File: src/design/bnt_pkg.sv
`timescale 1ns / 1ps
// ----------------------------------------------------------------------------
// bnt_pkg
// Shared types, widths, microcode and constants of the band-pass noise and
// tone generator.
// ----------------------------------------------------------------------------
package bnt_pkg;

    // Sample and state formats
    localparam int SAMPLE_BITS = 16;              // Q1.15 noise input
    localparam int OUT_BITS    = 20;              // Q5.15 output
    localparam int STATE_BITS  = 24;              // Q3.21 filter levels
    localparam int STATE_FRAC  = 21;
    localparam int IN_SHIFT    = STATE_FRAC - (SAMPLE_BITS - 1);
    localparam int ALPHA_BITS  = 16;

    // Tone generation
    localparam int PHASE_W     = 32;
    localparam int SINE_DEPTH  = 1024;
    localparam int DEPTH_BITS  = $clog2(SINE_DEPTH);
    localparam int STEP_REGS   = 4;
    localparam int STEP_IDX_W  = $clog2(STEP_REGS);
    localparam int POLY_W      = 31;              // unsigned Q1.30 operands
    localparam int TONE_W      = SAMPLE_BITS;     // one signed sine value
    localparam int ACC_W       = TONE_W + STEP_IDX_W;

    // Configuration port
    localparam int CFG_IDX_W   = 3;
    localparam int CFG_DATA_W  = 32;
    localparam int COUNT_BITS  = 3;

    localparam logic [CFG_IDX_W-1:0] REG_ALPHA_LOW  = 3'd0;
    localparam logic [CFG_IDX_W-1:0] REG_ALPHA_HIGH = 3'd1;
    localparam logic [CFG_IDX_W-1:0] REG_TONE_COUNT = 3'd2;
    localparam logic [CFG_IDX_W-1:0] REG_STEP_A     = 3'd3;
    localparam logic [CFG_IDX_W-1:0] REG_STEP_B     = 3'd4;
    localparam logic [CFG_IDX_W-1:0] REG_STEP_C     = 3'd5;
    localparam logic [CFG_IDX_W-1:0] REG_STEP_D     = 3'd6;

    localparam logic [ALPHA_BITS-1:0] ALPHA_HIGH_RST = 16'hFFFF;

    typedef struct packed {
        logic [ALPHA_BITS-1:0]                 alpha_low;
        logic [ALPHA_BITS-1:0]                 alpha_high;
        logic [COUNT_BITS-1:0]                 tone_count;
        logic [STEP_REGS-1:0][PHASE_W-1:0]     steps;
    } bnt_cfg_t;

    // Sine polynomial coefficients, unsigned Q1.30
    localparam logic [POLY_W-1:0] COEF_VAL_C1 = 31'd1686629713;
    localparam logic [POLY_W-1:0] COEF_VAL_C3 = 31'd693598668;
    localparam logic [POLY_W-1:0] COEF_VAL_C5 = 31'd85569306;
    localparam logic [POLY_W-1:0] COEF_VAL_C7 = 31'd5026995;
    localparam logic [POLY_W-1:0] COEF_VAL_C9 = 31'd172272;

    // Coefficient selects in the control word
    localparam logic [1:0] COEF_C1 = 2'd0;
    localparam logic [1:0] COEF_C3 = 2'd1;
    localparam logic [1:0] COEF_C5 = 2'd2;
    localparam logic [1:0] COEF_C7 = 2'd3;

    function automatic logic [POLY_W-1:0] bnt_coef(input logic [1:0] sel);
        logic [POLY_W-1:0] c;
        begin
            case (sel)
                COEF_C1: c = COEF_VAL_C1;
                COEF_C3: c = COEF_VAL_C3;
                COEF_C5: c = COEF_VAL_C5;
                COEF_C7: c = COEF_VAL_C7;
                default: c = COEF_VAL_C1;
            endcase
            return c;
        end
    endfunction

    // Datapath operations
    localparam logic [3:0] OP_LOAD      = 4'd0;
    localparam logic [3:0] OP_DIFF_LOW  = 4'd1;
    localparam logic [3:0] OP_MUL_ALO   = 4'd2;
    localparam logic [3:0] OP_UPD_LOW   = 4'd3;
    localparam logic [3:0] OP_DIFF_HIGH = 4'd4;
    localparam logic [3:0] OP_MUL_AHI   = 4'd5;
    localparam logic [3:0] OP_UPD_HIGH  = 4'd6;
    localparam logic [3:0] OP_PHASE     = 4'd7;
    localparam logic [3:0] OP_MUL_XX    = 4'd8;
    localparam logic [3:0] OP_SET_X2    = 4'd9;
    localparam logic [3:0] OP_MUL_X2T   = 4'd10;
    localparam logic [3:0] OP_SUB_COEF  = 4'd11;
    localparam logic [3:0] OP_MUL_XT    = 4'd12;
    localparam logic [3:0] OP_SINE      = 4'd13;
    localparam logic [3:0] OP_ACC       = 4'd14;
    localparam logic [3:0] OP_EMIT      = 4'd15;

    // Jump conditions
    localparam logic [1:0] COND_NEXT       = 2'd0;
    localparam logic [1:0] COND_ALWAYS     = 2'd1;
    localparam logic [1:0] COND_TONES_DONE = 2'd2;
    localparam logic [1:0] COND_TONES_LEFT = 2'd3;

    // Program layout
    localparam int PC_W = 5;
    localparam logic [PC_W-1:0] STEP_IDLE = 5'd0;
    localparam logic [PC_W-1:0] STEP_TONE = 5'd7;
    localparam logic [PC_W-1:0] STEP_EMIT = 5'd21;

    typedef struct packed {
        logic [3:0]      op;
        logic [1:0]      coef;
        logic [1:0]      cond;
        logic [PC_W-1:0] target;
    } bnt_uword_t;

    typedef struct packed {
        logic stall;
        logic tones_done;
        logic tones_left;
    } bnt_flags_t;

    function automatic bnt_uword_t bnt_uw(input logic [3:0] op, input logic [1:0] coef,
                                          input logic [1:0] cond,
                                          input logic [PC_W-1:0] target);
        bnt_uword_t w;
        begin
            w.op     = op;
            w.coef   = coef;
            w.cond   = cond;
            w.target = target;
            return w;
        end
    endfunction

    // Microprogram: filter update, then one pass per active tone, then emit
    function automatic bnt_uword_t bnt_ucode(input logic [PC_W-1:0] pc);
        bnt_uword_t w;
        begin
            case (pc)
                5'd0:    w = bnt_uw(OP_LOAD,      COEF_C1, COND_NEXT,       STEP_IDLE);
                5'd1:    w = bnt_uw(OP_DIFF_LOW,  COEF_C1, COND_NEXT,       STEP_IDLE);
                5'd2:    w = bnt_uw(OP_MUL_ALO,   COEF_C1, COND_NEXT,       STEP_IDLE);
                5'd3:    w = bnt_uw(OP_UPD_LOW,   COEF_C1, COND_NEXT,       STEP_IDLE);
                5'd4:    w = bnt_uw(OP_DIFF_HIGH, COEF_C1, COND_NEXT,       STEP_IDLE);
                5'd5:    w = bnt_uw(OP_MUL_AHI,   COEF_C1, COND_NEXT,       STEP_IDLE);
                5'd6:    w = bnt_uw(OP_UPD_HIGH,  COEF_C1, COND_TONES_DONE, STEP_EMIT);
                5'd7:    w = bnt_uw(OP_PHASE,     COEF_C1, COND_NEXT,       STEP_IDLE);
                5'd8:    w = bnt_uw(OP_MUL_XX,    COEF_C1, COND_NEXT,       STEP_IDLE);
                5'd9:    w = bnt_uw(OP_SET_X2,    COEF_C1, COND_NEXT,       STEP_IDLE);
                5'd10:   w = bnt_uw(OP_MUL_X2T,   COEF_C1, COND_NEXT,       STEP_IDLE);
                5'd11:   w = bnt_uw(OP_SUB_COEF,  COEF_C7, COND_NEXT,       STEP_IDLE);
                5'd12:   w = bnt_uw(OP_MUL_X2T,   COEF_C1, COND_NEXT,       STEP_IDLE);
                5'd13:   w = bnt_uw(OP_SUB_COEF,  COEF_C5, COND_NEXT,       STEP_IDLE);
                5'd14:   w = bnt_uw(OP_MUL_X2T,   COEF_C1, COND_NEXT,       STEP_IDLE);
                5'd15:   w = bnt_uw(OP_SUB_COEF,  COEF_C3, COND_NEXT,       STEP_IDLE);
                5'd16:   w = bnt_uw(OP_MUL_X2T,   COEF_C1, COND_NEXT,       STEP_IDLE);
                5'd17:   w = bnt_uw(OP_SUB_COEF,  COEF_C1, COND_NEXT,       STEP_IDLE);
                5'd18:   w = bnt_uw(OP_MUL_XT,    COEF_C1, COND_NEXT,       STEP_IDLE);
                5'd19:   w = bnt_uw(OP_SINE,      COEF_C1, COND_NEXT,       STEP_IDLE);
                5'd20:   w = bnt_uw(OP_ACC,       COEF_C1, COND_TONES_LEFT, STEP_TONE);
                5'd21:   w = bnt_uw(OP_EMIT,      COEF_C1, COND_ALWAYS,     STEP_IDLE);
                default: w = bnt_uw(OP_LOAD,      COEF_C1, COND_ALWAYS,     STEP_IDLE);
            endcase
            return w;
        end
    endfunction

endpackage

File: src/design/bnt_cfg_regs.sv
`timescale 1ns / 1ps
// ----------------------------------------------------------------------------
// bnt_cfg_regs
// Write-only configuration registers: filter alphas, tone count, tone steps.
// ----------------------------------------------------------------------------
module bnt_cfg_regs (
    input  logic                               clk,
    input  logic                               rst_n,
    input  logic                               cfg_we,
    input  logic [bnt_pkg::CFG_IDX_W-1:0]      cfg_index,
    input  logic [bnt_pkg::CFG_DATA_W-1:0]     cfg_data,
    output bnt_pkg::bnt_cfg_t                  cfg
);
    import bnt_pkg::*;

    bnt_cfg_t cfg_reg;
    bnt_cfg_t cfg_next;

    // Decode one write; unknown index leaves everything alone
    always_comb
    begin
        cfg_next = cfg_reg;
        if (cfg_we)
        begin
            case (cfg_index)
                REG_ALPHA_LOW:  cfg_next.alpha_low  = cfg_data[ALPHA_BITS-1:0];
                REG_ALPHA_HIGH: cfg_next.alpha_high = cfg_data[ALPHA_BITS-1:0];
                REG_TONE_COUNT: cfg_next.tone_count = cfg_data[COUNT_BITS-1:0];
                REG_STEP_A:     cfg_next.steps[0]   = cfg_data[PHASE_W-1:0];
                REG_STEP_B:     cfg_next.steps[1]   = cfg_data[PHASE_W-1:0];
                REG_STEP_C:     cfg_next.steps[2]   = cfg_data[PHASE_W-1:0];
                REG_STEP_D:     cfg_next.steps[3]   = cfg_data[PHASE_W-1:0];
                default:        cfg_next = cfg_reg;
            endcase
        end
    end

    always_ff @(posedge clk or negedge rst_n)
    begin
        if (!rst_n)
        begin
            cfg_reg.alpha_low  <= '0;
            cfg_reg.alpha_high <= ALPHA_HIGH_RST;
            cfg_reg.tone_count <= '0;
            cfg_reg.steps      <= '0;
        end
        else
        begin
            cfg_reg <= cfg_next;
        end
    end

    assign cfg = cfg_reg;

endmodule

File: config.mk
export PLATFORM = sky130hd
export DESIGN_NAME = bnt_cfg_regs
export DESIGN_NICKNAME = d
export VERILOG_FILES = /design/src/design/bnt_pkg.sv /design/src/design/bnt_cfg_regs.sv
export SDC_FILE = /design/constraint.sdc
export NUM_CORES = 1
export LEC_CHECK = 0
export BUFFER_PORTS_ARGS = -buffer_cell sky130_fd_sc_hd__clkbuf_2
export CAP_MARGIN = 20
export CELL_PAD_IN_SITES_DETAIL_PLACEMENT = 1
export CELL_PAD_IN_SITES_GLOBAL_PLACEMENT = 2
export CORE_ASPECT_RATIO = 0.8
export CORE_MARGIN = 5
export CORE_UTILIZATION = 37
export DETAILED_ROUTE_END_ITERATION = 12
export GPL_TIMING_DRIVEN = 1
export PLACE_DENSITY_LB_ADDON = 0.1
export SETUP_SLACK_MARGIN = 0.1
export SYNTH_ARGS = -nofsm -noshare
export SYNTH_HDL_FRONTEND = slang
export SYNTH_SLANG_ARGS = --single-unit
export TNS_END_PERCENT = 100
File: constraint.sdc
create_clock -name clk -period 1.4 [get_ports clk]
set_input_delay 0.07 -clock clk [delete_from_list [all_inputs] [get_ports clk]]
set_output_delay 0.07 -clock clk [all_outputs]
set_load 0.05 [all_outputs]
Yosys cells after proc, flatten, opt, wreduce, memory -nomap -nowiden
Index checks and enable logic that the tools add are counted.
W data, S select, Z words.
{ "totals": {"output_inout_bits": 163, "regBits": 163} }
{ "classes": {"n_eq_ne": 6, "reduce_logical": 8} }
{ "ops": {"columns": ["cell", "count"], "rows": [
  ["$reduce_and A2 Y1", 7],
  ["$eq A3 B3 Y1 const B", 3],
  ["$eq A3 B2 Y1 const B", 2],
  ["$eq A3 B1 Y1 const B", 1],
  ["$logic_not A3 Y1", 1]
]} }

Depth between registers and ports, before layout
{ "logic_depth": {"ltp_word": 2, "depth_mapped": 5} }

Worst setup path after synthesis
Ideal clock, no wire load.
{ "synth_timing": {"path_type": "in2reg", "start": "input cfg_index[0] (netlist name)", "end": "register cfg_reg (netlist bit cfg[147])", "t_arrival_ns": 1.170, "stages": 4, "path_slack_ns": 0.105, "cell_sequence": "buf_2 > nor4b_4 > buf_6 > mux2_4"} }
{ "synth_between": {"elab_chain_cells": 2} }
{ "synth_lines": {"columns": ["element", "line_no", "source"], "rows": [
  ["from (decl)", "bnt_cfg_regs.sv:10", "input logic [bnt_pkg::CFG_IDX_W-1:0] cfg_index,"],
  ["$logic_not A3 Y1", "bnt_cfg_regs.sv:25", "case (cfg_index)"],
  ["$reduce_and A2 Y1 (no line)", null, null],
  ["to (signal assigned)", "bnt_cfg_regs.sv:49", "cfg_reg <= cfg_next;"],
  ["to (decl)", "bnt_cfg_regs.sv:16", "bnt_cfg_t cfg_reg;"]
]} }
No other way between the ends.
A chain may end at the register's enable or synchronous reset.

Worst setup path after layout
{ "layout_timing": {"start": "register cfg_reg (netlist bit cfg[146])", "end": "output cfg[146] (netlist name)"} }
{ "layout_rtl": {"columns": ["element", "line_no", "source"], "rows": [
  ["to (decl)", "bnt_cfg_regs.sv:12", "output bnt_pkg::bnt_cfg_t cfg"]
]} }
No word-level cell between the ends.

==> qor.yml <==
status: "complete, no violations"
syn_area_um2: 6181
hold_slack_ns: 0.02512
p_int_mw: 10.06
finalSetupViolations: 0
hold_class: "in -> reg"
pre_cts_slack_ns: 0.008282
pwr-share-clk_pct: 26.2
max_freq_ghz: 0.7951
critical_path_cell_count: 1
synth-seq-cells: 163
initial_utilization_pct: 37.46
grt_antenna_before_repair: 0
gp_congestion: 0.7132
synth_top_family_by_area: "multiplexers"
dieArea_um2: 19410
power_switching_mw: 7.389
path_max_fanout: 2
yosysWarnings: 0
synth_top_area_share_pct: 59.51
endpoint_kind: "output pin"
drive_gt1_share_pct: 70.02
hold_depth: 2
drtAntennaViolNets: 0
die_y_um: 125.6
cts.htree.levels: 4
clk_latency_ns: 0.42
yosys.area.top_type: "dfrtp_1"
rsz0062_at_grt: "no"
comb_power_share_pct: 37.2
cts_tree: "yes"
grt_usage_pct: 16.98
dr.pass1.iters: 3
fin_crit_sh_pct: 89.83
cts_max_path_buffers: 2
vdd_drop_max_v: 0.0009551
min_period_ns: 1.258
cap_violations: 0
seqCellArea_um2: 4099
cts.sinks: 163
start_kind: "flop"
cp_cell_sequence: "clkbuf_4"
hpwl_um: 11540
yosysSeqAreaShare_pct: 66.32
clock_skew_ns: 0
worst_slew_margin_rel_pct: 73.25
numPortBuffers: 200
grt_pass1_wl_um: 25450
synth-compound-area-share_pct: 0
r2r_end: "cfg[49]"
cts_buffers: 17
nFillCells: 1661
fin_setup_tns_ns: 0
synth_cell_types: 12
syn-num-nets: 391
final_nets: 642
total_power_mw: 17.44
multi_input_area_um2: 1986
synth_area_leaders: "dfrtp_1 (60%), mux2_2 (27%), dfstp_2 (6.8%)"
whs_endpoint: "cfg[96]"
synthSimpleGateAreaFrac_pct: 1.336
viasPerCell: 4.639
hp-start: "cfg_data[0]"
wl_um: 16090
core_region_area_um2: 16500
vias: 3883
clk_pin_slew_ns: 0.07
sequentialPowerShare_pct: 36.7
largest_reg_flops: 163
num_antenna_cells: 0
critical_path.slowest_cell: "dfstp_2"
reg2reg_setup_slack_ns: 0.60
grt_start_max_net_pins: 43
final_util_pct: 51.88
final-hold-violation-count: 0
syn2layout_area_growth_pct: 38.50
rows: 42
swShare_pct: 42.36
drtIter0Drc: 89
synth_area_per_cell_um2: 17.51
cp.arrival_ns: 1.19
overflow: 0
reg2reg_from: "cfg[49]"
wl_per_cell_um: 19.23
syn_inst: 353
fin_ws_ns: 0.1423
io_pins: 201
required_ns: 1.33
synth_fa_ha_area_share_pct: 0
crit_family: "flip-flops"
grt_pass1_vias: 4405
drv_slew: 0
synth_xor_area_share_pct: 0
path_buf_inv: 1
clockRootBuffer: "clkbuf_16"
crit_path_max_incr_delay_ns: 0.53
synthMuxAreaShare_pct: 30.30
drc: 0
reg2regPathDepth: 1
worst_slew_pin_slew_ns: 0.4013
power.density_nw_per_um2: 2038
path_class: "reg -> out"
p_leak_nw: 4.088
die_x_um: 154.5
==> cells by family (layout without fill, tap and decap cells) <==
kind of cell  Yosys count  after routing
buf+inv                20            284
simple gates            7              7
mux                   163            163
flops                 163            163
==> synthesized netlist by cell type <==
cell type,n
buf_4,3
mux2_4,10
and4bb_2,1
mux2_1,3
dfrtp_1,147
buf_6,3
mux2_2,150
buf_2,14
nor4bb_1,2
nor4b_4,1
nand4b_1,3
dfstp_2,16
==> routing by layer <==
| metal | wire, um | track usage (%) | up-vias |
|---|---|---|---|
| met5 | 0 | 0 | - |
| met4 | 229 | 5.088 | 0 |
| met3 | 1150 | 6.183 | 16 |
| met2 | 8071 | 28.52 | 117 |
| met1 | 6642 | 20.54 | 1991 |
| li1 | - | - | 1759 |
==> final cells by class <==
class	instances	area share [%]
clock buffer	18	5.130
clock inverter	14	1.681
multi-input combinational	170	23.19
sequential	163	47.88
tap	220	3.215
timing repair buffer	252	18.90
==> through the flow <==
step,instances,cell area [um^2]
2_1_floorplan,353,6181
3_3_place_gp,773,7617
4_1_cts,837,8561
5_1_grt,837,8561
6_report,837,8561
3_5_place_dp,773,7617
==> layout by cell type, fill, tap and decap left out <==
cell / synthesis / routed
buf_4: 3 / 14
mux2_1: 3 / 3
clkinv_2: 0 / 1
clkinvlp_4: 0 / 3
nor4bb_4: 0 / 2
clkbuf_4: 0 / 14
dlygate4sd3_1: 0 / 32
dfrtp_1: 147 / 147
clkinv_4: 0 / 3
nor4b_4: 1 / 1
buf_6: 3 / 1
mux2_4: 10 / 10
bufinv_16: 0 / 1
clkbuf_2: 0 / 183
nand4b_1: 3 / 3
inv_6: 0 / 3
clkbuf_8: 0 / 1
dfstp_2: 16 / 16
mux2_2: 150 / 150
buf_12: 0 / 8
clkbuf_16: 0 / 17
and4bb_2: 1 / 1
inv_8: 0 / 3
==> repair_timing <==
action,4_1_cts,5_1_grt
endpoints found under the setup margin,16,2
resized for setup,16,2
hold endpoints to repair,298,0
hold buffers,32,0
setup buffers,0,0
==> power groups by stage <==
stage	logic, mW	registers [mW]	clock network [mW]
floorplan	1.03	10.1	0
global placement	6.37	6.44	0
detailed placement	6.44	6.48	0
CTS	6.57	6.41	4.72
global route	6.75	6.52	4.94
finish	6.48	6.40	4.57
==> worst max path at each step <==
| stage | to | start | slack [ns] |
|---|---|---|---|
| 2_1_floorplan | cfg[147] | cfg_index[0] | 0.10 |
| 3_3_place_gp | cfg[144] | cfg_index[1] | 0.04 |
| 3_5_place_dp | cfg[137] | cfg_index[1] | 0.008 |
| 4_1_cts | cfg[141] | cfg[141] | 0.09 |
| 5_1_grt | cfg[131] | cfg[131] | 0.10 |
| 6_report | cfg[146] | cfg[146] | 0.14 |
No activity file was read; power rests on OpenSTA's default activity.
