--- src/design/bnt_pkg.sv ---
`timescale 1ns / 1ps
// ----------------------------------------------------------------------------
// bnt_pkg
// Shared types, widths, microcode and constants of the band-pass noise and
// tone generator.
// ----------------------------------------------------------------------------
package bnt_pkg;

    // Sample and state formats
    localparam int SAMPLE_BITS = 16;              // Q1.15 noise input
    localparam int OUT_BITS    = 20;              // Q5.15 output
    localparam int STATE_BITS  = 24;              // Q3.21 filter levels
    localparam int STATE_FRAC  = 21;
    localparam int IN_SHIFT    = STATE_FRAC - (SAMPLE_BITS - 1);
    localparam int ALPHA_BITS  = 16;

    // Tone generation
    localparam int PHASE_W     = 32;
    localparam int SINE_DEPTH  = 1024;
    localparam int DEPTH_BITS  = $clog2(SINE_DEPTH);
    localparam int STEP_REGS   = 4;
    localparam int STEP_IDX_W  = $clog2(STEP_REGS);
    localparam int POLY_W      = 31;              // unsigned Q1.30 operands
    localparam int TONE_W      = SAMPLE_BITS;     // one signed sine value
    localparam int ACC_W       = TONE_W + STEP_IDX_W;

    // Configuration port
    localparam int CFG_IDX_W   = 3;
    localparam int CFG_DATA_W  = 32;
    localparam int COUNT_BITS  = 3;

    localparam logic [CFG_IDX_W-1:0] REG_ALPHA_LOW  = 3'd0;
    localparam logic [CFG_IDX_W-1:0] REG_ALPHA_HIGH = 3'd1;
    localparam logic [CFG_IDX_W-1:0] REG_TONE_COUNT = 3'd2;
    localparam logic [CFG_IDX_W-1:0] REG_STEP_A     = 3'd3;
    localparam logic [CFG_IDX_W-1:0] REG_STEP_B     = 3'd4;
    localparam logic [CFG_IDX_W-1:0] REG_STEP_C     = 3'd5;
    localparam logic [CFG_IDX_W-1:0] REG_STEP_D     = 3'd6;

    localparam logic [ALPHA_BITS-1:0] ALPHA_HIGH_RST = 16'hFFFF;

    typedef struct packed {
        logic [ALPHA_BITS-1:0]                 alpha_low;
        logic [ALPHA_BITS-1:0]                 alpha_high;
        logic [COUNT_BITS-1:0]                 tone_count;
        logic [STEP_REGS-1:0][PHASE_W-1:0]     steps;
    } bnt_cfg_t;

    // Sine polynomial coefficients, unsigned Q1.30
    localparam logic [POLY_W-1:0] COEF_VAL_C1 = 31'd1686629713;
    localparam logic [POLY_W-1:0] COEF_VAL_C3 = 31'd693598668;
    localparam logic [POLY_W-1:0] COEF_VAL_C5 = 31'd85569306;
    localparam logic [POLY_W-1:0] COEF_VAL_C7 = 31'd5026995;
    localparam logic [POLY_W-1:0] COEF_VAL_C9 = 31'd172272;

    // Coefficient selects in the control word
    localparam logic [1:0] COEF_C1 = 2'd0;
    localparam logic [1:0] COEF_C3 = 2'd1;
    localparam logic [1:0] COEF_C5 = 2'd2;
    localparam logic [1:0] COEF_C7 = 2'd3;

    function automatic logic [POLY_W-1:0] bnt_coef(input logic [1:0] sel);
        logic [POLY_W-1:0] c;
        begin
            case (sel)
                COEF_C1: c = COEF_VAL_C1;
                COEF_C3: c = COEF_VAL_C3;
                COEF_C5: c = COEF_VAL_C5;
                COEF_C7: c = COEF_VAL_C7;
                default: c = COEF_VAL_C1;
            endcase
            return c;
        end
    endfunction

    // Datapath operations
    localparam logic [3:0] OP_LOAD      = 4'd0;
    localparam logic [3:0] OP_DIFF_LOW  = 4'd1;
    localparam logic [3:0] OP_MUL_ALO   = 4'd2;
    localparam logic [3:0] OP_UPD_LOW   = 4'd3;
    localparam logic [3:0] OP_DIFF_HIGH = 4'd4;
    localparam logic [3:0] OP_MUL_AHI   = 4'd5;
    localparam logic [3:0] OP_UPD_HIGH  = 4'd6;
    localparam logic [3:0] OP_PHASE     = 4'd7;
    localparam logic [3:0] OP_MUL_XX    = 4'd8;
    localparam logic [3:0] OP_SET_X2    = 4'd9;
    localparam logic [3:0] OP_MUL_X2T   = 4'd10;
    localparam logic [3:0] OP_SUB_COEF  = 4'd11;
    localparam logic [3:0] OP_MUL_XT    = 4'd12;
    localparam logic [3:0] OP_SINE      = 4'd13;
    localparam logic [3:0] OP_ACC       = 4'd14;
    localparam logic [3:0] OP_EMIT      = 4'd15;

    // Jump conditions
    localparam logic [1:0] COND_NEXT       = 2'd0;
    localparam logic [1:0] COND_ALWAYS     = 2'd1;
    localparam logic [1:0] COND_TONES_DONE = 2'd2;
    localparam logic [1:0] COND_TONES_LEFT = 2'd3;

    // Program layout
    localparam int PC_W = 5;
    localparam logic [PC_W-1:0] STEP_IDLE = 5'd0;
    localparam logic [PC_W-1:0] STEP_TONE = 5'd7;
    localparam logic [PC_W-1:0] STEP_EMIT = 5'd21;

    typedef struct packed {
        logic [3:0]      op;
        logic [1:0]      coef;
        logic [1:0]      cond;
        logic [PC_W-1:0] target;
    } bnt_uword_t;

    typedef struct packed {
        logic stall;
        logic tones_done;
        logic tones_left;
    } bnt_flags_t;

    function automatic bnt_uword_t bnt_uw(input logic [3:0] op, input logic [1:0] coef,
                                          input logic [1:0] cond,
                                          input logic [PC_W-1:0] target);
        bnt_uword_t w;
        begin
            w.op     = op;
            w.coef   = coef;
            w.cond   = cond;
            w.target = target;
            return w;
        end
    endfunction

    // Microprogram: filter update, then one pass per active tone, then emit
    function automatic bnt_uword_t bnt_ucode(input logic [PC_W-1:0] pc);
        bnt_uword_t w;
        begin
            case (pc)
                5'd0:    w = bnt_uw(OP_LOAD,      COEF_C1, COND_NEXT,       STEP_IDLE);
                5'd1:    w = bnt_uw(OP_DIFF_LOW,  COEF_C1, COND_NEXT,       STEP_IDLE);
                5'd2:    w = bnt_uw(OP_MUL_ALO,   COEF_C1, COND_NEXT,       STEP_IDLE);
                5'd3:    w = bnt_uw(OP_UPD_LOW,   COEF_C1, COND_NEXT,       STEP_IDLE);
                5'd4:    w = bnt_uw(OP_DIFF_HIGH, COEF_C1, COND_NEXT,       STEP_IDLE);
                5'd5:    w = bnt_uw(OP_MUL_AHI,   COEF_C1, COND_NEXT,       STEP_IDLE);
                5'd6:    w = bnt_uw(OP_UPD_HIGH,  COEF_C1, COND_TONES_DONE, STEP_EMIT);
                5'd7:    w = bnt_uw(OP_PHASE,     COEF_C1, COND_NEXT,       STEP_IDLE);
                5'd8:    w = bnt_uw(OP_MUL_XX,    COEF_C1, COND_NEXT,       STEP_IDLE);
                5'd9:    w = bnt_uw(OP_SET_X2,    COEF_C1, COND_NEXT,       STEP_IDLE);
                5'd10:   w = bnt_uw(OP_MUL_X2T,   COEF_C1, COND_NEXT,       STEP_IDLE);
                5'd11:   w = bnt_uw(OP_SUB_COEF,  COEF_C7, COND_NEXT,       STEP_IDLE);
                5'd12:   w = bnt_uw(OP_MUL_X2T,   COEF_C1, COND_NEXT,       STEP_IDLE);
                5'd13:   w = bnt_uw(OP_SUB_COEF,  COEF_C5, COND_NEXT,       STEP_IDLE);
                5'd14:   w = bnt_uw(OP_MUL_X2T,   COEF_C1, COND_NEXT,       STEP_IDLE);
                5'd15:   w = bnt_uw(OP_SUB_COEF,  COEF_C3, COND_NEXT,       STEP_IDLE);
                5'd16:   w = bnt_uw(OP_MUL_X2T,   COEF_C1, COND_NEXT,       STEP_IDLE);
                5'd17:   w = bnt_uw(OP_SUB_COEF,  COEF_C1, COND_NEXT,       STEP_IDLE);
                5'd18:   w = bnt_uw(OP_MUL_XT,    COEF_C1, COND_NEXT,       STEP_IDLE);
                5'd19:   w = bnt_uw(OP_SINE,      COEF_C1, COND_NEXT,       STEP_IDLE);
                5'd20:   w = bnt_uw(OP_ACC,       COEF_C1, COND_TONES_LEFT, STEP_TONE);
                5'd21:   w = bnt_uw(OP_EMIT,      COEF_C1, COND_ALWAYS,     STEP_IDLE);
                default: w = bnt_uw(OP_LOAD,      COEF_C1, COND_ALWAYS,     STEP_IDLE);
            endcase
            return w;
        end
    endfunction

endpackage

--- src/design/bnt_sequencer.sv ---
`timescale 1ns / 1ps
// ----------------------------------------------------------------------------
// bnt_sequencer
// Step counter over the microcode ROM, with stall and conditional jumps.
// ----------------------------------------------------------------------------
module bnt_sequencer (
    input  logic                 clk,
    input  logic                 rst_n,
    input  bnt_pkg::bnt_flags_t  flags,
    output bnt_pkg::bnt_uword_t  ctl
);
    import bnt_pkg::*;

    logic [PC_W-1:0] pc_reg;
    logic [PC_W-1:0] pc_next;
    logic            take;

    // Control word of the current step
    assign ctl = bnt_ucode(pc_reg);

    // Jump condition
    always_comb
    begin
        case (ctl.cond)
            COND_NEXT:       take = 1'b0;
            COND_ALWAYS:     take = 1'b1;
            COND_TONES_DONE: take = flags.tones_done;
            COND_TONES_LEFT: take = flags.tones_left;
            default:         take = 1'b0;
        endcase
    end

    // Hold on stall, else jump or advance
    always_comb
    begin
        if (flags.stall)
            pc_next = pc_reg;
        else if (take)
            pc_next = ctl.target;
        else
            pc_next = pc_reg + 1'b1;
    end

    always_ff @(posedge clk or negedge rst_n)
    begin
        if (!rst_n)
            pc_reg <= STEP_IDLE;
        else
            pc_reg <= pc_next;
    end

endmodule

--- config.mk ---
export PLATFORM = sky130hd
export DESIGN_NAME = bnt_sequencer
export DESIGN_NICKNAME = d
export VERILOG_FILES = /design/src/design/bnt_pkg.sv /design/src/design/bnt_sequencer.sv
export SDC_FILE = /design/constraint.sdc
export NUM_CORES = 1
export LEC_CHECK = 0
export ABC_AREA = 0
export BUFFER_PORTS_ARGS = -buffer_cell sky130_fd_sc_hd__buf_2
export CORE_MARGIN = 3
export CORE_UTILIZATION = 30
export CTS_BUF_LIST = sky130_fd_sc_hd__clkbuf_8
export DETAILED_ROUTE_END_ITERATION = 12
export PLACE_DENSITY = 0.61
export SETUP_SLACK_MARGIN = 0.5
export SLEW_MARGIN = 15
export SYNTH_ARGS = -nofsm -noshare
export SYNTH_HDL_FRONTEND = slang
export SYNTH_SLANG_ARGS = --single-unit
export TNS_END_PERCENT = 20
--- constraint.sdc ---
create_clock -name clk -period 1.6 [get_ports clk]
set_input_delay 0.16 -clock clk [delete_from_list [all_inputs] [get_ports clk]]
set_output_delay 0.16 -clock clk [all_outputs]
set_load 0.02 [all_outputs]
# Yosys cells after proc, flatten, opt, wreduce, memory -nomap -nowiden
# Memories as Yosys holds them, arrays and structs flattened.
# Index checks and enable logic that the tools add are counted.
[op_classes]
eq_ne = 3
reduce_logical = 1
addsub = 1
muxes = 2
[op_table]
columns = ["op", "count"]
rows = [
  ["5-bit by 1-bit adder with 5-bit output, second input constant", 1],
  ["5-bit 2-to-1 mux", 1],
  ["2-bit equality test, second input constant", 2],
  ["1-bit case mux with 4 select lines", 1],
  ["2-bit by 1-bit equality test with 1-bit output, second input constant", 1],
  ["2-bit zero test", 1],
]
[totals]
register_bits = 5
n_memories = 1
wordCells = 9
rom_bits = 384
input_bits = 5
output_inout_bits = 13
[mem_list]
columns = ["memory", "words", "width", "rd", "rd_clocked_by_memory_dff", "write_ports", "line", "text"]
rows = [
  ["(name not given)", 32, 12, 1, 0, 0, "bnt_pkg.sv:136", "case (pc)"],
]

# Longest topological paths before layout
# Gate-level depths: netlist of the first run.
# An unclocked memory read counts as a cell.
[logic_depth]
word_depth = 4
mapped_depth = 7
mapped_depth_nobuf = 6

# Worst setup path before layout of the first run
# OpenSTA, ideal clock, no wires.
[synth_path]
path_type = "register to register"
start = "register pc_reg[1]"
end = "register pc_reg[3]"
arrival_time_ps = 1663
setup_slack_ps = -184
stages_incl_launch_ff = 7
period_less_slack_ps = 1784
path_buffers = 0
t_required_ps = 1479
setup_time_ps = 121
path_cell_list = "dfrtp_1 > inv_1 > ha_1 > and4b_4 > a211o_4 > a21o_1 > a22o_1"
[synth_via]
elab_chain_len = 4
word_cells_on_any_way = 8
classes_between = "1 x add/sub; 3 x eq/ne; 2 x mux; 1 x reduce/logical; 1 x memory"
[synth_lines]
columns = ["element", "line", "text"]
rows = [
  ["start: declaration", "bnt_sequencer.sv:14", "logic [PC_W-1:0] pc_reg;"],
  ["start signal: assignment", "bnt_sequencer.sv:49", "pc_reg <= pc_next;"],
  ["memory read 32 x 12 bit", "--", ""],
  ["2-bit equality test (tied with other cells)", "bnt_sequencer.sv:24", "case (ctl.cond)"],
  ["1-bit case mux with 4 select lines", "bnt_sequencer.sv:24", ""],
  ["5-bit 2-to-1 mux *", "bnt_sequencer.sv:38", "else if (take)"],
]
# Mark *: on every way between the ends. The rest lies on a longest branch, timed or not.
# A chain may end at the register's enable or synchronous reset.

==> results of run 1 <==
[cells in the final DEF (no fill, tap or decap), types with 2 or more instances in the layout]
cell	synthesis	layout
sky130_fd_sc_hd__ha_4	0	4
sky130_fd_sc_hd__buf_6	2	4
sky130_fd_sc_hd__nor2_1	6	5
sky130_fd_sc_hd__a21o_1	2	2
sky130_fd_sc_hd__dfrtp_1	5	3
sky130_fd_sc_hd__nand2b_1	4	3
sky130_fd_sc_hd__o21ai_0	3	2
sky130_fd_sc_hd__a21oi_1	3	2
sky130_fd_sc_hd__dfrtp_2	0	2
sky130_fd_sc_hd__buf_4	3	15
sky130_fd_sc_hd__inv_2	0	2
sky130_fd_sc_hd__inv_1	7	5
sky130_fd_sc_hd__ha_1	10	5
sky130_fd_sc_hd__nand2_1	4	4
sky130_fd_sc_hd__mux2i_1	3	3
sky130_fd_sc_hd__buf_2	0	7
sky130_fd_sc_hd__clkbuf_8	0	3
sky130_fd_sc_hd__nor3_1	4	4
sky130_fd_sc_hd__nand3_1	3	3
[cell type report]
| class | instances | area share (%) |
|---|---|---|
| clock buffers | 3 | 4.42 |
| clock inverters | 1 | 0.402 |
| inverters | 7 | 3.08 |
| multi-input cells | 55 | 53.4 |
| flip-flops and latches | 5 | 13.7 |
| well taps | 25 | 3.35 |
| repair buffers | 27 | 21.7 |
[logic make-up (layout without fill, tap and decap cells)]
kind of cell / count (synthesis) / count (layout) / share of synthesized area, %
muxes: 3 / 3 / 4.83
adders and majority gates: 10 / 10 / 20.1
other: 1 / 1 / 0.603
buffers and inverters: 14 / 38 / 12.7
AOI/OAI and AO/OA: 16 / 16 / 19.9
DFF: 5 / 5 / 20.1
and+or+nand+nor: 25 / 25 / 21.7
[final timing paths]
| path | startpoint | endpoint | slack (ps) | cells past startpoint |
|---|---|---|---|---|
| min reg2reg | pc_reg[0]$_DFFE_PN0N_ | pc_reg[0]$_DFFE_PN0N_ | 630 | 2 |
| max reg2reg | pc_reg[0]$_DFFE_PN0N_ | pc_reg[3]$_DFFE_PN0N_ | 40 | 6 |
| min | rst_n | pc_reg[3]$_DFFE_PN0N_ | 280 | 2 |
| max in group asynchronous | rst_n | pc_reg[1]$_DFFE_PN0N_ | 1170 | 2 |
| min in group clk | flags[2] | pc_reg[4]$_DFFE_PN0N_ | 320 | 3 |
| max | pc_reg[1]$_DFFE_PN0N_ | ctl[10] | 30 | 8 |
[repair_timing]
item / in CTS / in global routing
hold buffers: 1 / 0
hold endpoints to repair: 5 / 0
gates resized for setup: 10 / 13
endpoints found under the setup margin: 17 / 17
buffers inserted: 1 / 0
pin swaps: 4 / 3
[metrics by stage]
step | TNS (ps) | worst slack [ps] | cells | hold WS [ps] | total power, W
3_5_place_dp | 0 | 7.50 | 117 | -15.5 | 0.00179
4_1_cts | 0 | 3.25 | 123 | 284 | 0.00215
2_1_floorplan | -83.2 | -83.2 | 74 | -136 | 0.00140
5_1_grt | -244 | -94.8 | 123 | 298 | 0.00239
6_report | 0 | 30.4 | 123 | 282 | 0.00220
3_3_place_gp | 0 | 17.0 | 117 | -15.5 | 0.00178
[metal layers]
metal  part of all wire (%)  up-vias
met2                     48       14
li1                       -      300
met4                    1.6        0
met3                    4.7        2
met1                     46      281
met5                      0        -
[power groups by stage]
stage                     combinational, W  sequential, W  clock (W)
after floorplan                    0.00111       0.000282          0
after global placement             0.00148       0.000296          0
after detailed placement           0.00150       0.000292          0
after CTS                          0.00164       0.000284   0.000229
after global routing               0.00185       0.000304   0.000241
final                              0.00168       0.000290   0.000226
==> summary.md, run 1 <==
| Metric | Value |
|---|---|
| Number of maximum-capacitance constraint violations | 0 |
| Count of vias placed by the detailed router | 597 |
| Clock latency on the worst-skew pair | 220 ps |
| Slowest-stage cell, CP | sky130_fd_sc_hd__dfrtp_2 |
| Final global-route overflow total | 0 |
| Antenna diode instance count | 0 |
| Fin nets | 114 |
| Async set or reset register ratio after synthesis | 100% |
| Max FO, Critical Path | 5 |
| Final GP Congestion | 0.754 |
| Flop pwr share | 13.2% |
| Setup repair after global routing missed its margin | yes |
| Number of antenna violations at the first check in global routing | 0 |
| Number of sinks driven by the clock tree | 5 |
| Initial DRT Pass Iterations | 4 |
| Cell count after synthesis | 74 |
| Register Area | about 130 sq um |
| CTS tree | done |
| Result of the run | finished, final reports clean |
| Most frequently used cell type in the post-synthesis netlist | sky130_fd_sc_hd__ha_1 |
| Number of hold violations in the final report | 0 |
| Sort of element at the end of the critical path | primary output |
| Starting density of the core | 33.8% |
| Top-level I/O count | 18 |
| Multi-input gate area in the final layout | 498 sq um |
| Iteration-0 DRC count of the detailed router | 5 |
| Ratio of routed vias to standard cells | 4.85 |
| Clock power frac | 10.3% |
| Synth Net Count | 89 |
| Syn Std Cell Area | 622 sq um |
| Total placed instance area | between 700 and 800 sq um |
| Power Density | approximately 2400 nW/um^2 |
| Full die area | 2660 sq um |
| Category of the most critical setup path | register to primary output |
| Width of the die | slightly above 50 um |
| Final wirelength | 1.46 mm |
| Routed wirelength normalized by instance count | 11.8 um |
| Count of cell types in the netlist | 27 |
| Count of flip-flops with a built-in enable after synthesis | 0 |
| Number of port buffers | 16 |
| Wire length of the first global-routing pass | 2.52 mm |
| Sequential element share of the synthesized area | 20.1% |
| Number of global-route vias before repair | 620 |
| Critical path startpoint category | register |
| Pin count of the biggest net entering global routing | 9 |
| Global-route track usage on met1 | 13.8% |
| Largest vdd supply drop | approximately 0.0011 V |
| Number of buffers and inverters on the critical path | 3 |
| Maximum clock path buffer count | 2 |
| Leakage power | 0.432 nW |
| Busiest layer in global routing | met2 |
| Max H-tree Level | 1 |
| Layout cell share with drive strength beyond 1 | 48.0% |
| Req. time, crit path | roughly 1400 ps |
| Total clock buffers created by CTS | 3 |
| Synthesized area per cell | between 8 and 9 sq um |
| Syn-to-layout area delta | 50.1% |
| Flip-flop count of the largest register after layout | 5 |
| Combinational group share of total power | ~77% |
| Floorplan core area | 1840 sq um |
| Data arrival time of the critical path | 1410 ps |
| Clock root buffer master | sky130_fd_sc_hd__clkbuf_8 |
| Global-route usage over all layers | 12.7% |
| Proportion of total power due to net switching | 48.2% |
| Most instantiated flip-flop cell in the synthesis netlist | sky130_fd_sc_hd__dfrtp_1 |
| Final min period | 1570 ps |
| End-of-flow core utilization | 50.7% |
| Post-detailed-route count of antenna-violating nets | 0 |
| Yosys top cell area share | 20.1% |
| Number of fill cells | 182 |
| Detailed placement HPWL | 1.19 mm |
| Internal Dissipation | 0.00114 W |
| Number of pins with negative max-slew slack in the final report | 0 |
| Final instance area | 933 sq um |
| Highest cell delay on the worst timing path | 390 ps |
| Chip Height | 51.5 um |
| Num rows | 15 |
| Final-report setup violation count | 0 |
| Hold WC Path Type | primary input to asynchronous set/reset pin |
| Most common library cells after synthesis | sky130_fd_sc_hd__ha_1 (10), sky130_fd_sc_hd__inv_1 (7), sky130_fd_sc_hd__nor2_1 (6) |
| Register clock-pin slew on the reported worst setup and hold paths | 40 ps |
| Global routing usage on met2 | 22.7% |
| Maximum clock rate | around 0.64 GHz |
| Flop and latch count out of synthesis | 5 |
| Clk_skew | 1.25 ps |
| Library cell with the largest summed area after synthesis | sky130_fd_sc_hd__dfrtp_1 |
| Top cells by area, synth | sky130_fd_sc_hd__dfrtp_1 (20%), sky130_fd_sc_hd__ha_1 (20%), sky130_fd_sc_hd__mux2i_1 (4.8%) |
| Post-detailed-route DRC marker count | 0 |
| Ordered cell list for the critical path | inv_4 > buf_6 > ha_4 > nor2_2 > nand2_1 > o21ai_1 > o22ai_1 > buf_4 |
| Delay-heaviest family, CP | flip-flops |
| Met3 demand-to-capacity share in global routing | 2.87% |
| Total of warnings raised by yosys | 0 |
| Portion of the clock cycle consumed by the worst path in the final layout | 98.1% |
| Net switching power figure | 0.00106 W |
No activity file was read; power rests on OpenSTA's default activity.
==> inputs of run 2 (changes only) <==
BUFFER_PORTS_ARGS = not set   (was -buffer_cell sky130_fd_sc_hd__buf_2)
DONT_BUFFER_PORTS = 1   (was not set)
PLACE_DENSITY = 0.56   (was 0.61)
==> summary.md, run 2 (synthesized netlist as in run 1, its figures left out) <==
| Metric | Value |
|---|---|
| Result of the run | complete, but fails checks |
| Violations in the final reports | negative setup slack |
| Starting density of the core | 33.8% (unchanged) |
| Pin count of the biggest net entering global routing | 9 (unchanged) |
| Number of cells on the worst reg-to-reg path | 6 (unchanged) |
| Final GP Congestion | 0.731 (-3.1%) |
| Number of pins with negative max-slew slack in the final report | 0 (unchanged) |
| Portion of the clock cycle consumed by the worst path in the final layout | 100% (+1.9 points) |
| Setup repair after global routing missed its margin | yes |
| Data arrival time of the critical path | 1710 ps (+300 ps) |
| Maximum clock rate | 0.625 GHz (-1.9%) |
| Maximum clock path buffer count | 2 (unchanged) |
| Post-detailed-route count of antenna-violating nets | 0 (unchanged) |
| Register clock-pin slew on the reported worst setup and hold paths | 40 ps (about the same) |
| Number of maximum-capacitance constraint violations | 0 (unchanged) |
| Ordered cell list for the critical path | inv_4 > ha_4 > and4b_4 > a211o_4 > a21o_1 > a22o_1 |
| Number of sinks driven by the clock tree | 5 (unchanged) |
| Final instance area | 927 sq um (-0.67%) |
| Leakage power | 0.401 nW (-7.3%) |
| Most used cells in the layout excluding fill and tap cells | sky130_fd_sc_hd__buf_4 (14), sky130_fd_sc_hd__inv_1 (5), sky130_fd_sc_hd__ha_4 (5), sky130_fd_sc_hd__ha_1 (5) |
| Number of fill cells | 191 (+4.9%) |
| Fin nets | 106 (-7.0%) |
| Largest vdd supply drop | 0.000966 V (-9.6%) |
| Iteration-0 DRC count of the detailed router | 9 (+4) |
| Number of hold violations in the final report | 0 (unchanged) |
| Power Density | 2510 nW/um^2 (+6.3%) |
| Width of the die | 51.5 um (unchanged) |
| Chip Height | 51.5 um (unchanged) |
| Number of buffers and inverters on the critical path | 1 (-2) |
| Multi-input gate area in the final layout | 527 sq um (+5.8%) |
| Number of antenna violations at the first check in global routing | 0 (unchanged) |
| Final global-route overflow total | 0 (unchanged) |
| Highest cell delay on the worst timing path | 390 ps (about the same) |
| Combinational group share of total power | 77.6% (+1.1 points) |
| Final min period | 1600 ps (+30.9 ps) |
| Total placed instance area | 761 sq um (-4.4%) |
| Slowest-stage cell, CP | sky130_fd_sc_hd__dfrtp_2 |
| Final wirelength | 1.52 mm (+4.3%) |
| Clock latency on the worst-skew pair | 220 ps (about the same) |
| Top-level I/O count | 18 (unchanged) |
| Routed wirelength normalized by instance count | 13.2 um (+12%) |
| Count of vias placed by the detailed router | 571 (-4.4%) |
| Req. time, crit path | 1710 ps (+270 ps) |
| Cell count of the worst hold path | 2 |
| Antenna diode instance count | 0 (unchanged) |
| Num rows | 15 (unchanged) |
| Clk_skew | 1.01 ps (-0.237 ps) |
| Flop pwr share | 12.6% (-0.6 points) |
| Ratio of routed vias to standard cells | 4.97 (+2.3%) |
| Total clock buffers created by CTS | 3 (unchanged) |
| Cell Count, Final, Fillers Out | 115 (-6.5%) |
| Max FO, Critical Path | 7 (+2) |
| Clock power frac | 9.8% (-0.5 points) |
| Post-detailed-route DRC marker count | 0 (unchanged) |
| Delay-heaviest family, CP | compound AO/OA/AOI/OAI gates |
| Sort of element at the end of the critical path | register |
| Net switching power figure | 0.00112 W (+5.7%) |
| Final worst slack | -0.528 ps (-30.9 ps) |
| Inst Count DP | 107 (-8.5%) |
| CTS tree | done |
| Category of the most critical setup path | register to register |
| Number of port buffers | 0 (-16) |
| Final-report setup violation count | 1 (+1) |
| Number of global-route vias before repair | 579 (-6.6%) |
| Number of cells on the critical path | 6 (-2) |
| Initial DRT Pass Iterations | 4 (unchanged) |
| Proportion of total power due to net switching | 48.2% (about the same) |
| Full die area | 2660 sq um (unchanged) |
| Internal Dissipation | 0.00120 W (+5.5%) |
| Floorplan core area | 1840 sq um (unchanged) |
| Wire length of the first global-routing pass | 2.53 mm (+0.56%) |
| Most common cell after layout, fill and taps aside | sky130_fd_sc_hd__buf_4 |
| Global-route usage over all layers | 12.8% (+0.13 points) |
| Detailed placement HPWL | 1.20 mm (+1.1%) |
| Layout cell share with drive strength beyond 1 | 46.7% (-1.3 points) |
| Clock root buffer master | sky130_fd_sc_hd__clkbuf_8 |
| Hold WC Path Type | primary input to register |
| Critical path startpoint category | register |
| Flip-flop count of the largest register after layout | 5 (unchanged) |
| Register Area | 128 sq um (unchanged) |
| Max H-tree Level | 1 (unchanged) |
| Syn-to-layout area delta | 49.1% |
==> run 2: power by group through the flow <==
stage / logic, W / registers, W / clock network (W)
floorplan: 0.00111 / 0.000282 / 0
global placement: 0.00152 / 0.000292 / 0
detailed placement: 0.00154 / 0.000299 / 0
CTS: 0.00172 / 0.000280 / 0.000229
global route: 0.00197 / 0.000305 / 0.000242
finish: 0.00180 / 0.000293 / 0.000228
==> run 2: cell type report <==
cell class / instances / area share, %
Multi-Input combinational cell: 55 / 56.8
Tap cell: 25 / 3.37
Clock inverter: 1 / 0.405
Sequential cell: 5 / 13.8
Timing Repair Buffer: 19 / 18.1
Inverter: 7 / 3.10
Clock buffer: 3 / 4.45
==> run 2: repair_timing <==
action / in CTS / in global routing
buffers inserted: 2 / 1
pin swaps: 6 / 10
endpoints found under the setup margin: 17 / 17
endpoints found under the hold margin: 5 / 0
gates resized for setup: 10 / 10
hold buffers: 1 / 0
==> run 2: path summary, 6_finish.rpt <==
| path | from | to | slack (ps) |
|---|---|---|---|
| worst max-delay path | pc_reg[1]$_DFFE_PN0N_ | pc_reg[3]$_DFFE_PN0N_ | -0.5 |
| worst min-delay path | flags[2] | pc_reg[4]$_DFFE_PN0N_ | 90 |
| worst max register to register | pc_reg[1]$_DFFE_PN0N_ | pc_reg[3]$_DFFE_PN0N_ | -0.5 |
| worst min register to register | pc_reg[0]$_DFFE_PN0N_ | pc_reg[0]$_DFFE_PN0N_ | 650 |
| max in group asynchronous | rst_n | pc_reg[4]$_DFFE_PN0N_ | 1160 |
| min in group asynchronous | rst_n | pc_reg[0]$_DFFE_PN0N_ | 230 |
==> run 2: worst reg2reg max path: stages (launching register included) <==
cell	delay (ps)
sky130_fd_sc_hd__dfrtp_2	390
sky130_fd_sc_hd__inv_4	60
sky130_fd_sc_hd__ha_4	150
sky130_fd_sc_hd__and4b_4	180
sky130_fd_sc_hd__a211o_4	370
sky130_fd_sc_hd__a21o_1	170
sky130_fd_sc_hd__a22o_1	170
==> run 2: stage by stage <==
step           hold WS (ps)  setup TNS [ps]  worst slack, ps  utilization [%]  power (W)
2_1_floorplan          -136           -83.2            -83.2                -    0.00140
3_3_place_gp           -135               0             23.3             41.4    0.00181
3_5_place_dp           -135               0             8.66             41.4    0.00184
4_1_cts                93.6               0             10.7             48.2    0.00223
5_1_grt                 118            -263            -78.4             50.4    0.00252
6_report               88.9          -0.528           -0.528             50.4    0.00232
==> run 2: per-layer routing <==
| metal | wire, um | part of all wire, % | global-route usage, % | vias to the layer above |
|---|---|---|---|---|
| li1 | - | - | - | 283 |
| met1 | 664 | 44 | 14.0 | 270 |
| met2 | 757 | 50 | 22.5 | 14 |
| met3 | 64 | 4.2 | 3.44 | 4 |
| met4 | 34 | 2.2 | 6.55 | 0 |
| met5 | 0 | 0 | 0 | - |
==> inputs of run 3 (changes only) <==
==> constraint.sdc (replaced) <==
create_clock -name clk -period 1.6 [get_ports clk]
set_input_delay 0.08 -clock clk [delete_from_list [all_inputs] [get_ports clk]]
set_output_delay 0.08 -clock clk [all_outputs]
set_load 0.02 [all_outputs]
==> summary.md, run 3 (synthesized netlist as in run 1, its figures left out) <==
| Metric | Value |
|---|---|
| Result of the run | finished, final reports clean |
| Overall power after layout | 0.00209 W (-10%) |
| Chip Height | 51.5 um (unchanged) |
| Setup slack of the worst register-to-register path | 50 ps (+50 ps) |
| TNS Setup | 0 ps (+0.528 ps) |
| Number of sinks driven by the clock tree | 5 (unchanged) |
| Worst reg2reg path startpoint | pc_reg[0]$_DFFE_PN0N_ |
| Iteration-0 DRC count of the detailed router | 5 (-4) |
| Power Density | 2490 nW/um^2 (-0.57%) |
| Global-route track usage on met1 | 14.2% (+0.25 points) |
| Final wirelength | 1.45 mm (-4.5%) |
| Fin nets | 105 (-0.94%) |
| Number of maximum-capacitance constraint violations | 0 (unchanged) |
| Detailed placement HPWL | 1.13 mm (-5.7%) |
| Final GP Congestion | 0.789 (+8.0%) |
| Antenna diode instance count | 0 (unchanged) |
| Number of cells on the worst reg-to-reg path | 6 (unchanged) |
| Routed wirelength normalized by instance count | 12.7 um (-3.6%) |
| Final worst slack | 51.0 ps (+51.5 ps) |
| Final-report setup violation count | 0 (-1) |
| Global-route usage over all layers | 12.7% (-0.098 points) |
| Number of hold violations in the final report | 0 (unchanged) |
| Busiest layer in global routing | met2 |
| Final min period | 1550 ps (-51.5 ps) |
| Req. time, crit path | 1710 ps (about the same) |
| Clk_skew | 4.86 ps (+3.85 ps) |
| Leakage power | 0.383 nW (-4.5%) |
| Final global-route overflow total | 0 (unchanged) |
| Clock latency on the worst-skew pair | 220 ps (about the same) |
| Portion of the clock cycle consumed by the worst path in the final layout | 96.8% (-3.2 points) |
| Critical path startpoint | pc_reg[0]$_DFFE_PN0N_ |
| Most common cell after layout, fill and taps aside | sky130_fd_sc_hd__buf_4 |
| Category of the most critical setup path | register to register |
| Sort of element at the end of the critical path | register |
| Hold WC Path Type | primary input to register |
| Number of fill cells | 196 (+2.6%) |
| Data arrival time of the critical path | 1660 ps (-50 ps) |
| Met3 demand-to-capacity share in global routing | 4.01% (+0.57 points) |
| Maximum clock path buffer count | 2 (unchanged) |
| Number of port buffers | 0 (unchanged) |
| Max H-tree Level | 1 (unchanged) |
| Post-Place Worst Slack | 19.7 ps (+11.0 ps) |
| Starting density of the core | 33.8% (unchanged) |
| Floorplan core area | 1840 sq um (unchanged) |
| Max FO, Critical Path | 7 (unchanged) |
| Wire length of the first global-routing pass | 2.47 mm (-2.4%) |
| Final instance area | 838 sq um (-9.6%) |
| Full die area | 2660 sq um (unchanged) |
| Top-level I/O count | 18 (unchanged) |
| Num rows | 15 (unchanged) |
| Critical path startpoint category | register |
| Endpoint of the worst-slack reg-to-reg timing path | pc_reg[3]$_DFFE_PN0N_ |
| Global routing usage on met2 | 22.0% (-0.42 points) |
| Initial DRT Pass Iterations | 2 (-2) |
| Total placed instance area | 714 sq um (-6.1%) |
| Ratio of routed vias to standard cells | 4.97 (+0.17%) |
| Number of antenna violations at the first check in global routing | 0 (unchanged) |
| Register clock-pin slew on the reported worst setup and hold paths | 40 ps (about the same) |
| CTS tree | done |
| Number of pins with negative max-slew slack in the final report | 0 (unchanged) |
| Count of vias placed by the detailed router | 567 (-0.70%) |
| Post-detailed-route count of antenna-violating nets | 0 (unchanged) |
| Setup repair after global routing missed its margin | yes |
| Clock root buffer master | sky130_fd_sc_hd__clkbuf_8 |
| Total clock buffers created by CTS | 3 (unchanged) |
| Syn-to-layout area delta | 34.8% |
| Pin count of the biggest net entering global routing | 10 (+1) |
| Number of global-route vias before repair | 551 (-4.8%) |
| Most used cells in the layout excluding fill and tap cells | sky130_fd_sc_hd__buf_4 (13), sky130_fd_sc_hd__ha_1 (7), sky130_fd_sc_hd__nor2_1 (5), sky130_fd_sc_hd__inv_1 (5) |
| Maximum clock rate | 0.646 GHz (+3.3%) |
| Destination of the critical timing path | pc_reg[3]$_DFFE_PN0N_ |
| Width of the die | 51.5 um (unchanged) |
| Layout cell share with drive strength beyond 1 | 39.3% (-7.3 points) |
| Flip-flop count of the largest register after layout | 5 (unchanged) |
| Largest vdd supply drop | 0.00105 V (+8.7%) |
| Post-detailed-route DRC marker count | 0 (unchanged) |
[run 3: worst min path at each step]
stage | from | to | cells past startpoint
final | flags[2] | pc_reg[4]$_DFFE_PN0N_ | 2
after global placement | rst_n | pc_reg[1]$_DFFE_PN0N_ | 0
after floorplan | rst_n | pc_reg[0]$_DFFE_PN0N_ | 0
after global routing | flags[2] | pc_reg[4]$_DFFE_PN0N_ | 2
after CTS | flags[2] | pc_reg[4]$_DFFE_PN0N_ | 2
after detailed placement | rst_n | pc_reg[1]$_DFFE_PN0N_ | 0
[run 3: through the flow]
step,hold WS (ps),utilization [%],instances
2_1_floorplan,-216,-,74
3_3_place_gp,-215,38.8,105
3_5_place_dp,-215,38.8,105
4_1_cts,21.3,43.1,112
5_1_grt,35.3,45.6,114
6_report,22.8,45.6,114
[run 3: timing repair]
item,CTS,global route
gates cloned,0,0
pin swaps,2,6
buffers inserted,2,2
gates resized for setup,3,11
hold buffers,1,0
setup endpoints to repair,17,17
endpoints found under the hold margin,5,0
[run 3: worst max-delay path, stage by stage, from the launching register on]
cell	delay (ps)
sky130_fd_sc_hd__dfrtp_1	350
sky130_fd_sc_hd__inv_2	60
sky130_fd_sc_hd__ha_4	160
sky130_fd_sc_hd__and4b_4	180
sky130_fd_sc_hd__a211o_4	360
sky130_fd_sc_hd__a21o_1	170
sky130_fd_sc_hd__a22o_1	170
[run 3: area by class of cell]
type	count	area (sq um)	share of cell area, %
timing repair buffer	18	153	18.2
inverter	7	26.3	3.13
sequential	5	126	15.1
tap	25	31.3	3.73
clock buffer	3	41.3	4.93
clock inverter	1	3.75	0.448
multi-input combinational	55	457	54.5
[run 3: power by group]
group / switching (W) / internal [W]
registers: 0.0000853 / 0.000197
logic: 0.000860 / 0.000722
clock network: 0.0000619 / 0.000164
[run 3: routing by layer]
layer  wire (um)  vias up
li1            -      281
met2         758       13
met4          25        0
met1         588      271
met3          79        2
met5           0        -
